**src/hdl/iirt_pkg.sv**
```systemverilog
// Shared types and constants for the transposed direct form II IIR filter.
`default_nettype none
package iirt_pkg;

   localparam int ORDER     = 4;
   localparam int FRAC_BITS = 26;
   localparam int SAMPLE_W  = 24;
   localparam int COEF_W    = 32;
   localparam int INDEX_W   = 3;
   localparam int DELAY_W   = 56;
   localparam int ACC_W     = DELAY_W + 2;

   // tap counter and coefficient slot widths
   localparam int KW = (ORDER > 1) ? $clog2(ORDER) : 1;
   localparam int FW = $clog2(ORDER + 1);

   localparam int CMDQ_DEPTH = 4;
   localparam int CMDQ_AW    = 2;
   localparam int RSPQ_DEPTH = 2;
   localparam int RSPQ_AW    = 1;

   localparam logic signed [COEF_W-1:0]   COEF_ONE   = COEF_W'(2 ** FRAC_BITS);
   localparam logic signed [ACC_W-1:0]    ROUND_HALF = ACC_W'(2 ** (FRAC_BITS - 1));
   localparam logic signed [DELAY_W-1:0]  DELAY_MAX  = {1'b0, {(DELAY_W - 1){1'b1}}};
   localparam logic signed [DELAY_W-1:0]  DELAY_MIN  = {1'b1, {(DELAY_W - 1){1'b0}}};
   localparam logic signed [SAMPLE_W-1:0] OUT_MAX    = {1'b0, {(SAMPLE_W - 1){1'b1}}};
   localparam logic signed [SAMPLE_W-1:0] OUT_MIN    = {1'b1, {(SAMPLE_W - 1){1'b0}}};

   typedef enum logic [1:0] {
      REQ_SAMPLE = 2'd0,
      REQ_FEED   = 2'd1,
      REQ_BACK   = 2'd2,
      REQ_CLEAR  = 2'd3
   } req_kind_type;

   typedef enum logic [2:0] {
      OP_SAMPLE,
      OP_FEED,
      OP_BACK,
      OP_CLEAR,
      OP_SKIP
   } op_type;

   typedef struct packed {
      op_type                     op;
      logic [FW-1:0]              slot;
      logic signed [COEF_W-1:0]   coef;
      logic signed [SAMPLE_W-1:0] sample;
   } cmd_type;

   typedef struct packed {
      logic signed [SAMPLE_W-1:0] sample;
      logic                       clipped;
   } rsp_type;

   typedef enum logic [1:0] {
      ST_IDLE,
      ST_Y,
      ST_FX,
      ST_AY
   } eng_state_type;

endpackage
`default_nettype wire

```
**src/hdl/iirt_front.sv**
```systemverilog
// Input side: takes request words, classifies them and queues them for the engine.
`default_nettype none
module iirt_front
   import iirt_pkg::*;
(
   input  wire logic                       clock,
   input  wire logic                       reset,
   input  wire logic                       push,
   output logic                            full,
   input  wire logic [1:0]                 req_type,
   input  wire logic [INDEX_W-1:0]         req_coef_index,
   input  wire logic signed [COEF_W-1:0]   req_coef_value,
   input  wire logic signed [SAMPLE_W-1:0] req_sample_in,
   output logic                            cmd_valid,
   output cmd_type                         cmd,
   input  wire logic                       cmd_pop
);

   cmd_type              queue_ff [CMDQ_DEPTH];
   logic [CMDQ_AW-1:0]   wr_ptr_ff, wr_ptr_in;
   logic [CMDQ_AW-1:0]   rd_ptr_ff, rd_ptr_in;
   logic [CMDQ_AW:0]     count_ff, count_in;
   logic                 accept;
   cmd_type              decoded;

   assign full      = (count_ff == (CMDQ_AW + 1)'(CMDQ_DEPTH));
   assign cmd_valid = (count_ff != '0);
   assign accept    = push && !full;
   assign cmd       = queue_ff[rd_ptr_ff];

   // classify; out-of-range coefficient writes become skips
   always_comb begin
      decoded.op     = OP_SKIP;
      decoded.slot   = FW'(req_coef_index);
      decoded.coef   = req_coef_value;
      decoded.sample = req_sample_in;
      case (req_kind_type'(req_type))
         REQ_SAMPLE: decoded.op = OP_SAMPLE;
         REQ_FEED: begin
            if (32'(req_coef_index) <= ORDER) decoded.op = OP_FEED;
         end
         REQ_BACK: begin
            decoded.slot = FW'(req_coef_index - INDEX_W'(1));
            if (req_coef_index != '0 && 32'(req_coef_index) <= ORDER) decoded.op = OP_BACK;
         end
         REQ_CLEAR: decoded.op = OP_CLEAR;
         default: decoded.op = OP_SKIP;
      endcase
   end

   always_comb begin
      wr_ptr_in = accept ? wr_ptr_ff + CMDQ_AW'(1) : wr_ptr_ff;
      rd_ptr_in = cmd_pop ? rd_ptr_ff + CMDQ_AW'(1) : rd_ptr_ff;
      count_in  = count_ff;
      if (accept && !cmd_pop) count_in = count_ff + (CMDQ_AW + 1)'(1);
      if (!accept && cmd_pop) count_in = count_ff - (CMDQ_AW + 1)'(1);
   end

   always_ff @(posedge clock) begin
      if (reset) begin
         wr_ptr_ff <= '0;
         rd_ptr_ff <= '0;
         count_ff  <= '0;
      end else begin
         wr_ptr_ff <= wr_ptr_in;
         rd_ptr_ff <= rd_ptr_in;
         count_ff  <= count_in;
      end
   end

   always_ff @(posedge clock) begin
      if (accept) queue_ff[wr_ptr_ff] <= decoded;
   end

endmodule
`default_nettype wire

```
**src/hdl/iirt_engine.sv**
```systemverilog
// Filter engine: coefficient and delay storage, one shared multiplier stepped over the taps.
`default_nettype none
module iirt_engine
   import iirt_pkg::*;
(
   input  wire logic    clock,
   input  wire logic    reset,
   input  wire logic    cmd_valid,
   input  wire cmd_type cmd,
   output logic         cmd_pop,
   output logic         rsp_push,
   output rsp_type      rsp_word,
   input  wire logic    rsp_full
);

   eng_state_type               state_ff, state_in;
   logic [KW-1:0]               k_ff;
   logic signed [COEF_W-1:0]    feed_ff [ORDER + 1];
   logic signed [COEF_W-1:0]    back_ff [ORDER];
   logic signed [DELAY_W-1:0]   delay_ff [ORDER];
   logic signed [DELAY_W-1:0]   prod_ff;
   logic signed [ACC_W-1:0]     t_ff;
   logic signed [SAMPLE_W-1:0]  x_ff, y_ff;

   logic signed [COEF_W-1:0]    mul_coef;
   logic signed [SAMPLE_W-1:0]  mul_opnd;
   logic signed [DELAY_W-1:0]   mul_p;
   logic [KW:0]                 k_inc;
   logic [FW:0]                 f2;
   logic                        last;
   logic signed [DELAY_W-1:0]   dnext;
   logic signed [ACC_W-1:0]     acc, diff;
   logic [ACC_W-FRAC_BITS-SAMPLE_W:0] acc_top;
   logic                        y_over;
   logic signed [SAMPLE_W-1:0]  y_sat;
   logic                        d_over;
   logic signed [DELAY_W-1:0]   d_sat;

   assign k_inc = (KW + 1)'(k_ff) + (KW + 1)'(1);
   assign f2    = (FW + 1)'(k_ff) + (FW + 1)'(2);
   assign last  = (32'(k_inc) == ORDER);
   assign dnext = last ? '0 : delay_ff[k_inc[KW-1:0]];
   assign mul_p = mul_coef * mul_opnd;

   // output rounding and saturation
   assign acc     = ACC_W'(prod_ff) + ACC_W'(delay_ff[0]) + ROUND_HALF;
   assign acc_top = acc[ACC_W-1:FRAC_BITS+SAMPLE_W-1];
   assign y_over  = !((&acc_top) || !(|acc_top));
   assign y_sat   = y_over ? (acc[ACC_W-1] ? OUT_MIN : OUT_MAX)
                           : acc[FRAC_BITS+SAMPLE_W-1:FRAC_BITS];
   assign rsp_word.sample  = y_sat;
   assign rsp_word.clipped = y_over;

   // new delay term, saturated to its register width
   assign diff  = t_ff - ACC_W'(prod_ff);
   assign d_over = !((&diff[ACC_W-1:DELAY_W-1]) || !(|diff[ACC_W-1:DELAY_W-1]));
   assign d_sat  = d_over ? (diff[ACC_W-1] ? DELAY_MIN : DELAY_MAX) : diff[DELAY_W-1:0];

   always_comb begin
      state_in = state_ff;
      cmd_pop  = 1'b0;
      rsp_push = 1'b0;
      mul_coef = feed_ff[0];
      mul_opnd = cmd.sample;
      case (state_ff)
         ST_IDLE: begin
            if (cmd_valid) begin
               cmd_pop = 1'b1;
               if (cmd.op == OP_SAMPLE) state_in = ST_Y;
            end
         end
         ST_Y: begin
            mul_coef = feed_ff[1];
            mul_opnd = x_ff;
            if (!rsp_full) begin
               rsp_push = 1'b1;
               state_in = ST_FX;
            end
         end
         ST_FX: begin
            mul_coef = back_ff[k_ff];
            mul_opnd = y_ff;
            state_in = ST_AY;
         end
         ST_AY: begin
            mul_coef = last ? feed_ff[0] : feed_ff[f2[FW-1:0]];
            mul_opnd = x_ff;
            state_in = last ? ST_IDLE : ST_FX;
         end
         default: state_in = ST_IDLE;
      endcase
   end

   always_ff @(posedge clock) begin
      if (reset) begin
         state_ff <= ST_IDLE;
         k_ff     <= '0;
         for (int i = 0; i <= ORDER; i++) feed_ff[i] <= (i == 0) ? COEF_ONE : '0;
         for (int i = 0; i < ORDER; i++) begin
            back_ff[i]  <= '0;
            delay_ff[i] <= '0;
         end
      end else begin
         state_ff <= state_in;
         case (state_ff)
            ST_IDLE: begin
               k_ff <= '0;
               if (cmd_pop) begin
                  case (cmd.op)
                     OP_FEED: feed_ff[cmd.slot] <= cmd.coef;
                     OP_BACK: back_ff[cmd.slot[KW-1:0]] <= cmd.coef;
                     OP_CLEAR: begin
                        for (int i = 0; i < ORDER; i++) delay_ff[i] <= '0;
                     end
                     default: ;
                  endcase
               end
            end
            ST_AY: begin
               delay_ff[k_ff] <= d_sat;
               if (!last) k_ff <= k_inc[KW-1:0];
            end
            default: ;
         endcase
      end
   end

   // datapath registers; hold b0*x and y while the result queue is full
   always_ff @(posedge clock) begin
      case (state_ff)
         ST_IDLE: begin
            prod_ff <= mul_p;
            x_ff    <= cmd.sample;
         end
         ST_Y: begin
            if (!rsp_full) begin
               prod_ff <= mul_p;
               y_ff    <= y_sat;
            end
         end
         ST_FX: begin
            prod_ff <= mul_p;
            t_ff    <= ACC_W'(prod_ff) + ACC_W'(dnext);
         end
         ST_AY: prod_ff <= mul_p;
         default: ;
      endcase
   end

   a_push_room: assert property (@(posedge clock) disable iff (reset)
      rsp_push |-> !rsp_full) else $error("result pushed into a full queue");

   a_pop_idle: assert property (@(posedge clock) disable iff (reset)
      cmd_pop |-> (state_ff == ST_IDLE)) else $error("command taken while busy");

   a_clear: assert property (@(posedge clock) disable iff (reset)
      (cmd_pop && cmd.op == OP_CLEAR) |=> (delay_ff[0] == '0))
      else $error("clear left delay state");

   a_tap_range: assert property (@(posedge clock) disable iff (reset)
      32'(k_ff) < ORDER) else $error("tap counter out of range");

   a_push_then_taps: assert property (@(posedge clock) disable iff (reset)
      rsp_push |=> (state_ff == ST_FX && k_ff == '0))
      else $error("delay update did not follow output");

endmodule
`default_nettype wire

```
**src/hdl/iirt_rsp_queue.sv**
```systemverilog
// Two-entry result queue between the engine and the result port.
`default_nettype none
module iirt_rsp_queue
   import iirt_pkg::*;
(
   input  wire logic    clock,
   input  wire logic    reset,
   input  wire logic    rsp_push,
   input  wire rsp_type rsp_word,
   output logic         rsp_full,
   output logic         empty,
   input  wire logic    pop,
   output rsp_type      head
);

   rsp_type             queue_ff [RSPQ_DEPTH];
   logic [RSPQ_AW-1:0]  wr_ptr_ff, rd_ptr_ff;
   logic [RSPQ_AW:0]    count_ff, count_in;
   logic                take;

   assign rsp_full = (count_ff == (RSPQ_AW + 1)'(RSPQ_DEPTH));
   assign empty    = (count_ff == '0);
   assign take     = pop && !empty;
   assign head     = queue_ff[rd_ptr_ff];

   always_comb begin
      count_in = count_ff;
      if (rsp_push && !take) count_in = count_ff + (RSPQ_AW + 1)'(1);
      if (!rsp_push && take) count_in = count_ff - (RSPQ_AW + 1)'(1);
   end

   always_ff @(posedge clock) begin
      if (reset) begin
         wr_ptr_ff <= '0;
         rd_ptr_ff <= '0;
         count_ff  <= '0;
      end else begin
         if (rsp_push) wr_ptr_ff <= wr_ptr_ff + RSPQ_AW'(1);
         if (take) rd_ptr_ff <= rd_ptr_ff + RSPQ_AW'(1);
         count_ff <= count_in;
      end
   end

   always_ff @(posedge clock) begin
      if (rsp_push) queue_ff[wr_ptr_ff] <= rsp_word;
   end

endmodule
`default_nettype wire

```
**src/hdl/iir_transposed_direct_form2_core.sv**
```systemverilog
// Top level of the transposed direct form II IIR filter core.
// Usage:
//  - Request side is a queue: drive a word on req_* with push high; it is taken at a clock
//    edge where full is low. req_type selects sample, feedforward write, feedback write
//    or delay clear; coefficient writes with an index out of range are dropped.
//  - Result side is a queue: while empty is low, rsp_sample_out/rsp_clipped hold the
//    oldest result; pop high at an edge where empty is low takes it. Only samples give
//    results, one each, in request order.
//  - A four-word command queue decouples the request port from the engine; a two-word
//    result queue decouples the engine from the result port.
//  - A sample taken into idle queues passes the command queue, the engine's ST_IDLE and ST_Y
//    states and then the result queue before its result shows. The engine finishes each sample
//    before it takes the next command; the single shared multiplier does b0*x, then b(k+1)*x and a(k+1)*y per tap.
//    Coefficient writes, clears and dropped writes are handled in the engine's idle state.
//  - When the receiver stalls, the engine holds the finished sample until the result
//    queue has room; requests keep queuing until the command queue fills.
//  - Reset (synchronous, active high) empties both queues, sets b0 to 1.0 and all other
//    coefficients and the delay state to zero.
`default_nettype none
module iir_transposed_direct_form2_core
   import iirt_pkg::*;
(
   input  wire logic                       clock,
   input  wire logic                       reset,
   input  wire logic                       push,
   output logic                            full,
   input  wire logic [1:0]                 req_type,
   input  wire logic [INDEX_W-1:0]         req_coef_index,
   input  wire logic signed [COEF_W-1:0]   req_coef_value,
   input  wire logic signed [SAMPLE_W-1:0] req_sample_in,
   output logic                            empty,
   input  wire logic                       pop,
   output logic signed [SAMPLE_W-1:0]      rsp_sample_out,
   output logic                            rsp_clipped
);

   cmd_type cmd;
   logic    cmd_valid;
   logic    cmd_pop;
   logic    rsp_push;
   logic    rsp_full;
   rsp_type rsp_word;
   rsp_type rsp_head;

   // front: classify and queue request words
   iirt_front u_front (
      .clock          (clock),
      .reset          (reset),
      .push           (push),
      .full           (full),
      .req_type       (req_type),
      .req_coef_index (req_coef_index),
      .req_coef_value (req_coef_value),
      .req_sample_in  (req_sample_in),
      .cmd_valid      (cmd_valid),
      .cmd            (cmd),
      .cmd_pop        (cmd_pop)
   );

   // back: run the filter recursion one tap step at a time
   iirt_engine u_engine (
      .clock     (clock),
      .reset     (reset),
      .cmd_valid (cmd_valid),
      .cmd       (cmd),
      .cmd_pop   (cmd_pop),
      .rsp_push  (rsp_push),
      .rsp_word  (rsp_word),
      .rsp_full  (rsp_full)
   );

   // hold finished results until the receiver pops them
   iirt_rsp_queue u_rsp_queue (
      .clock    (clock),
      .reset    (reset),
      .rsp_push (rsp_push),
      .rsp_word (rsp_word),
      .rsp_full (rsp_full),
      .empty    (empty),
      .pop      (pop),
      .head     (rsp_head)
   );

   assign rsp_sample_out = rsp_head.sample;
   assign rsp_clipped    = rsp_head.clipped;

endmodule
`default_nettype wire
```
**config.mk**
```make
export PLATFORM = sky130hd
export DESIGN_NAME = iir_transposed_direct_form2_core
export DESIGN_NICKNAME = d
export VERILOG_FILES = /design/src/hdl/iirt_pkg.sv /design/src/hdl/iirt_front.sv /design/src/hdl/iirt_engine.sv /design/src/hdl/iirt_rsp_queue.sv /design/src/hdl/iir_transposed_direct_form2_core.sv
export SDC_FILE = /design/constraint.sdc
export NUM_CORES = 2
export LEC_CHECK = 0
export BUFFER_PORTS_ARGS = -buffer_cell sky130_fd_sc_hd__buf_2
export CAP_MARGIN = 40
export CORE_ASPECT_RATIO = 1.2
export CORE_UTILIZATION = 25
export DETAILED_ROUTE_END_ITERATION = 7
export HOLD_SLACK_MARGIN = 0.06
export PLACE_DENSITY = 0.38
export SLEW_MARGIN = 20
export SYNTH_ARGS = -nofsm -noshare
export SYNTH_HDL_FRONTEND = slang
export SYNTH_SLANG_ARGS = --single-unit
```
**constraint.sdc**
```tcl
create_clock -name clock -period 30.7 [get_ports clock]
set_input_delay 1.535 -clock clock [delete_from_list [all_inputs] [get_ports clock]]
set_output_delay 1.535 -clock clock [all_outputs]
set_load 0.01 [all_outputs]
```
* Word level (Yosys, flattened, before mapping)
Memory sizes are Yosys's and may differ from the RTL's. A register that Yosys moved wholly into a read port is not among the register bits.
Index checks and enable logic that the tools add are counted.
W data, S select, Z words.
** Storage, ports and cells
- Bits in read-only memories :: 0
- Bits in registers :: 177
- Memories kept :: 5
- Output and inout bits :: 27
- Bits in latches :: 0
- Bits of input ports :: 65
- Memory bits (writable) :: 810
** Operators by class
- Equal/unequal tests :: 16
- Divide/modulo/power cells :: 0
- Mux-type cells :: 72
- Multipliers :: 1
- Shifts and indexed selects :: 0
- Reductions and logical operators :: 39
- $lt $le $gt $ge :: 1
- Add/subtract/negate cells :: 15
- Bitwise logic cells :: 5
** Memories
- u_front.queue_ff :: words 4, bits a word 62, rd ports 1, clocked after Yosys merged registers in 1, wr ports 1, RTL line iirt_front.sv:19 : cmd_type queue_ff [CMDQ_DEPTH];
- u_engine.delay_ff :: words 4, bits a word 56, rd ports 2, clocked after Yosys merged registers in 0, wr ports 4, RTL line iirt_engine.sv:20 : logic signed [DELAY_W-1:0] delay_ff [ORDER];
- u_engine.feed_ff :: words 5, bits a word 32, rd ports 3, clocked after Yosys merged registers in 0, wr ports 5, RTL line iirt_engine.sv:18 : logic signed [COEF_W-1:0] feed_ff [ORDER + 1];
- u_engine.back_ff :: words 4, bits a word 32, rd ports 1, clocked after Yosys merged registers in 1, wr ports 4, RTL line iirt_engine.sv:19 : logic signed [COEF_W-1:0] back_ff [ORDER];
- u_rsp_queue.queue_ff :: words 2, bits a word 25, rd ports 1, clocked after Yosys merged registers in 1, wr ports 1, RTL line iirt_rsp_queue.sv:16 : rsp_type queue_ff [RSPQ_DEPTH];
** Operators by type and width (number)
- $mux W56 :: 9
- $add A56 B56 Y57 :: 2
- $pmux W56 S2 :: 1
- $mux W32 :: 3
- $pmux W32 S3 :: 1
- $reduce_or A32 Y1 :: 2
- $add A58 B27 Y58 const B :: 1
- $sub A58 B56 Y58 :: 1
- $mul A32 B24 Y56 :: 1
- $reduce_or A56 Y1 :: 1
- $mux W24 :: 2
- $pmux W24 S2 :: 1
- $mux W1 :: 33
- $mux W2 :: 13
- $mux W3 :: 6
- $pmux W3 S4 :: 1
- $eq A2 B2 Y1 const B :: 5
- $logic_not A1 Y1 :: 9
- $reduce_and A9 Y1 :: 1
- $reduce_or A9 Y1 :: 1
- $pmux W2 S4 :: 1
- $logic_and A1 B1 Y1 :: 7
- $add A2 B1 Y2 const B :: 3
- $eq A3 B2 Y1 const B :: 2
- 24 further kinds :: 42

* Logic depth before layout (Yosys ltp)
- Word-level depth :: 9
- Gate-level depth with buffers :: 37

* Cells and area by module
Synthesis repeated with hierarchy kept, for this count alone.
** Unflattened totals
- Cells, all modules :: 6656
- Area, all modules :: 77048.9 µm²
** By module, submodules not included
- iirt_engine :: times used 1, area an instance 65462.8 µm², cells an instance 6163
- iirt_front :: times used 1, area an instance 9575.4 µm², cells an instance 392
- iirt_rsp_queue :: times used 1, area an instance 2010.7 µm², cells an instance 101

* Worst setup path before layout
No wires, ideal clock.
- Kind :: reg-to-reg
- Start point :: register u_engine.state_ff[1]
- End point :: register u_engine.prod_ff[54], data pin
- Library setup time :: 264 ps
- Arrival time :: 10692 ps
- Setup slack :: 19744 ps
- Stages on the path, launching flop included :: 34
- Path buffers :: 3
- Path through :: dfxtp_1 > clkbuf_1 > buf_1 > nor2b_1 > a22oi_1 > nand2_1 > clkbuf_1 > nand2_1 > fa_1 > inv_1 > fa_1 > inv_1 > fa_1 > fa_1 > inv_1 > fa_1 > fa_1 > inv_1 > fa_1 > inv_1 > ha_1 > a21o_1 > a21o_1 > a21o_1 > a21oi_1 > o21ai_0 > o2111ai_1 > a31oi_1 > o211ai_1 > nand2_1 > o21ai_0 > o21ai_0 > a221oi_1 > xnor2_1
** On the way
- Word-level cells in the longest chain between the ends :: 6
- Elaborated cells between the ends (all ways) :: 11
- Classes of those cells :: mul: 1; eq/ne: 3; mux: 4; reduce/logical: 3
** RTL lines
- start, declared :: RTL line iirt_engine.sv:16 : eng_state_type state_ff, state_in;
- start signal, assigned :: RTL line iirt_engine.sv:104 : state_ff <= state_in;
- $eq A2 B2 Y1 or $eq A2 B1 Y1 (tied branches) :: RTL line iirt_engine.sv:65 : case (state_ff)
- $reduce_or A2 Y1 (no source line)
- $pmux W24 S2 :: RTL line iirt_engine.sv:65
- $mul A32 B24 Y56 (*) :: RTL line iirt_engine.sv:43 : assign mul_p = mul_coef * mul_opnd;
- net u_engine.mul_p[54] :: RTL line iirt_engine.sv:27 : logic signed [DELAY_W-1:0] mul_p;
- $mux W56 :: RTL line iirt_engine.sv:136 : if (!rsp_full) begin
- $pmux W56 S2 (*) :: RTL line iirt_engine.sv:130 : case (state_ff)
- end signal, assigned :: RTL line iirt_engine.sv:132 : prod_ff <= mul_p;
- end signal, assigned :: RTL line iirt_engine.sv:137 : prod_ff <= mul_p;
- end signal, assigned :: RTL line iirt_engine.sv:142 : prod_ff <= mul_p;
- end, declared :: RTL line iirt_engine.sv:21 : logic signed [DELAY_W-1:0] prod_ff;
Mark *: on every way through the listed nets, which the timed path passes. The rest lies on a longest branch. The select of a mux whose other input is x is not followed.
A chain may end at the register's enable or synchronous reset.

* Worst setup path in the final report
- Start point :: register u_engine.k_ff[0]
- End point :: register u_engine.prod_ff[54], data pin
** On the way
- Word-level cells in the longest chain between the ends :: 7
- Elaborated cells between the ends (all ways) :: 9
- Classes of those cells :: add/sub: 2; mul: 1; eq/ne: 1; mux: 4; memory: 1
** RTL lines
- start, declared :: RTL line iirt_engine.sv:17 : logic [KW-1:0] k_ff;
- start signal, assigned :: RTL line iirt_engine.sv:121 : if (!last) k_ff <= k_inc[KW-1:0];
- $add A2 B2 Y3 or $add A2 B1 Y3 (tied branches) :: RTL line iirt_engine.sv:40, iirt_engine.sv:39
- $mem_v2 Z5 W32 or $eq A3 B3 Y1 (tied branches)
- $mux W32 (*) :: RTL line iirt_engine.sv:86 : mul_coef = last ? feed_ff[0] : feed_ff[f2[FW-1:0]];
- $pmux W32 S3 (*) :: RTL line iirt_engine.sv:65
- $mul A32 B24 Y56 (*) :: RTL line iirt_engine.sv:43
- net u_engine.mul_p[54] :: RTL line iirt_engine.sv:27
- $mux W56 :: RTL line iirt_engine.sv:136
- $pmux W56 S2 (*) :: RTL line iirt_engine.sv:130
Marked as above.

==> metrics.txt <==
clk slew on worst S/H paths 0.06 ns; Hold Crit Class flop to flop; Mapped Area 78200 um2; clock buffer depth 3; die width 512 um; register bit total from synthesis 1023; critical path's largest stage delay 0.79 ns; Max Clock Freq 0.0923 GHz; unrepaired setup endpoints after global routing false; Post-DRT Antenna Nets 0; die area 315000 um2; commonest non-fill, non-tap cell in the layout inv_1; Final period util 0.353; H-tree Lvls 3; final setup fails 0; simple-gate share of the synthesized area 0.113; hold_buf cts 0; share of the yosys chip area belonging to registers 0.390; pre-CTS setup slack 19.62 ns; I/O Pins 92; largest family of logic cells by synthesized area adder cells; Initial Util 0.252; Critical Path AT 11.36 ns; Final Max Tran Viols 0; hpwl dp 206000 um; number of synthesized flops with an enable pin 1003; CTS tree done; ys async rst share 0; Gate Count Post-Synth 7094; vias in the first global route 57000; worst-margin pin slew 1.02 ns; fillers 32400; Max-Cap Viols 0; drt pass-1 iters 6; Primary FF master, synth edfxtp_1; skew final 0.0563 ns; Nets 8343; row count 224; final hold slack 0.507 ns; CP max-delay cell dfxtp_4; die height 615 um; Routability Congestion 0.885; Root Driver clkbuf_16; status finished clean; first-pass GRT wire length 396000 um; DR WL/cell 23.9 um; CTS buffer count 120; minimum clock period after layout 10.83 ns; Worst Setup Start Kind flop; Crit path top cell by count fa_1; Post-Synth Adder-Cell Area 0.254; vias 53600; area grow syn2layout 13.1%; initial antenna violation count 14; Crit Path Category flop to flop; Mean Syn Cell Area 11.0 um2; via/cell ratio 4.73; clk_lat worst skew 0.80 ns; largest net degree at the start of global routing 66; setup tns final 0 ns; drt total wl 271000 um; CTS sink cnt 1023; Max-slew headroom 0.319; All-Layer GR Usage 0.171; setup bufs post-CTS 0; post-synthesis mux area share 0.0614; I/O Buffers 91; final hold vios 0; DR DRC count 0; core area 311000 um2; Synth Area in XOR/XNOR 0.0231; syn_nets 8276; post-route setup slack 19.87 ns; crit-path max FO 29; commonest non-fill, non-tap cells in the layout 1011 x inv_1, 1003 x edfxtp_1, 787 x fa_1; GRT Residual Overflow 0; DR iter-0 viols 3704; post-synthesis compound-gate area fraction 0.0932; Yosys cell types 102; CP endpoint kind flop; layout cells sized above 1 0.109; Post-CTS Resized 0; Yosys warning total 0; Worst EP required 31.23 ns; R2R Setup Slk 19.87 ns
-- registers in the layout, indices dropped and copies added, names as in the netlist, named ones only --
name / count
u_engine.back_ff: 128
u_engine.delay_ff: 224
u_engine.feed_ff: 192
u_engine.k_ff: 2
u_engine.prod_ff: 56
u_engine.state_ff: 2
u_engine.t_ff: 57
u_engine.x_ff: 24
u_engine.y_ff: 24
u_front.count_ff: 3
u_front.queue_ff: 248
u_front.rd_ptr_ff: 2
u_front.wr_ptr_ff: 2
u_rsp_queue.count_ff: 2
u_rsp_queue.queue_ff: 50
u_rsp_queue.rd_ptr_ff: 1
u_rsp_queue.wr_ptr_ff: 1
-- Yosys cell counts (46+ instances only) --
master    count  area [um2]
mux2i_1      71         711
and2_1       77         482
nor3_1       54         270
nor2b_1     141         882
xnor2_1     142        1240
fa_1        787       15800
nor2_1      687        2580
nand4_1      46         288
a21oi_1     230        1150
o21ai_1      82         410
clkbuf_1    262         983
edfxtp_1   1003       30100
ha_1        330        4130
a21o_1      112         841
nand2b_1     56         350
nand2_1     694        2610
nand3_1      69         345
a31oi_1      93         582
inv_1      1011        3790
o21ai_0     355        1780
mux4_2      151        3400
xor2_1       64         561
mux2_2       61         687
o21a_1       58         435
-- cells by family (layout without fill, tap and decap cells) --
logic type	count (synthesis)	after routing
xor gates and xnor gates	206	206
DFF	1023	1023
buffers and inverters	1336	1501
and+or+nand+nor	1960	1960
AOI/OAI and AO/OA	1169	1169
adders and majority gates	1117	1117
other	0	3
muxes	283	283
-- final timing paths --
path	start	end	cells after the start
worst max-delay path	u_engine.k_ff[0]	u_engine.prod_ff[54]	35
worst min-delay path	u_rsp_queue.count_ff[1]	u_rsp_queue.count_ff[1]	2
worst max register to register	u_engine.k_ff[0]	u_engine.prod_ff[54]	35
worst min register to register	u_rsp_queue.count_ff[1]	u_rsp_queue.count_ff[1]	2
-- through the flow --
step | cell area (um2) | utilization | cells
after floorplan | 78200 | - | 7094
after global placement | 83800 | 0.270 | 11100
after detailed placement | 84400 | 0.272 | 11100
after CTS | 88300 | 0.284 | 11300
after global routing | 88400 | 0.285 | 11300
final | 88400 | 0.285 | 11300
-- critical path: cells and delay by family, from the launching register on --
kind,cells,cell delay [ns]
simple gates,5,1.29
flops,1,0.79
xor+xnor,1,0.09
fa+ha+maj,9,4.45
buf+inv,8,0.98
compound gates,12,2.89
-- metal layers --
| metal | up-vias | GRT usage | routed length, um |
|---|---|---|---|
| met2 | 1265 | 0.301 | 135000 |
| met1 | 27800 | 0.216 | 116000 |
| met5 | - | 0 | 0 |
| met4 | 0 | 0.0612 | 10700 |
| li1 | 24100 | - | - |
| met3 | 400 | 0.0165 | 9630 |
-- layout make-up --
type,instances,area [um2],area share
inverter,1013,3800,0.0430
antenna,3,7.51,0.0000849
multi-input combinational,4735,42900,0.485
sequential,1023,30500,0.346
clock buffer,138,3070,0.0347
clock inverter,82,853,0.00965
tap,4068,5090,0.0576
timing repair buffer,268,2120,0.0240
Power is not shown: default switching activity piles up to over one toggle a cycle in this logic, so the estimate is an artifact.
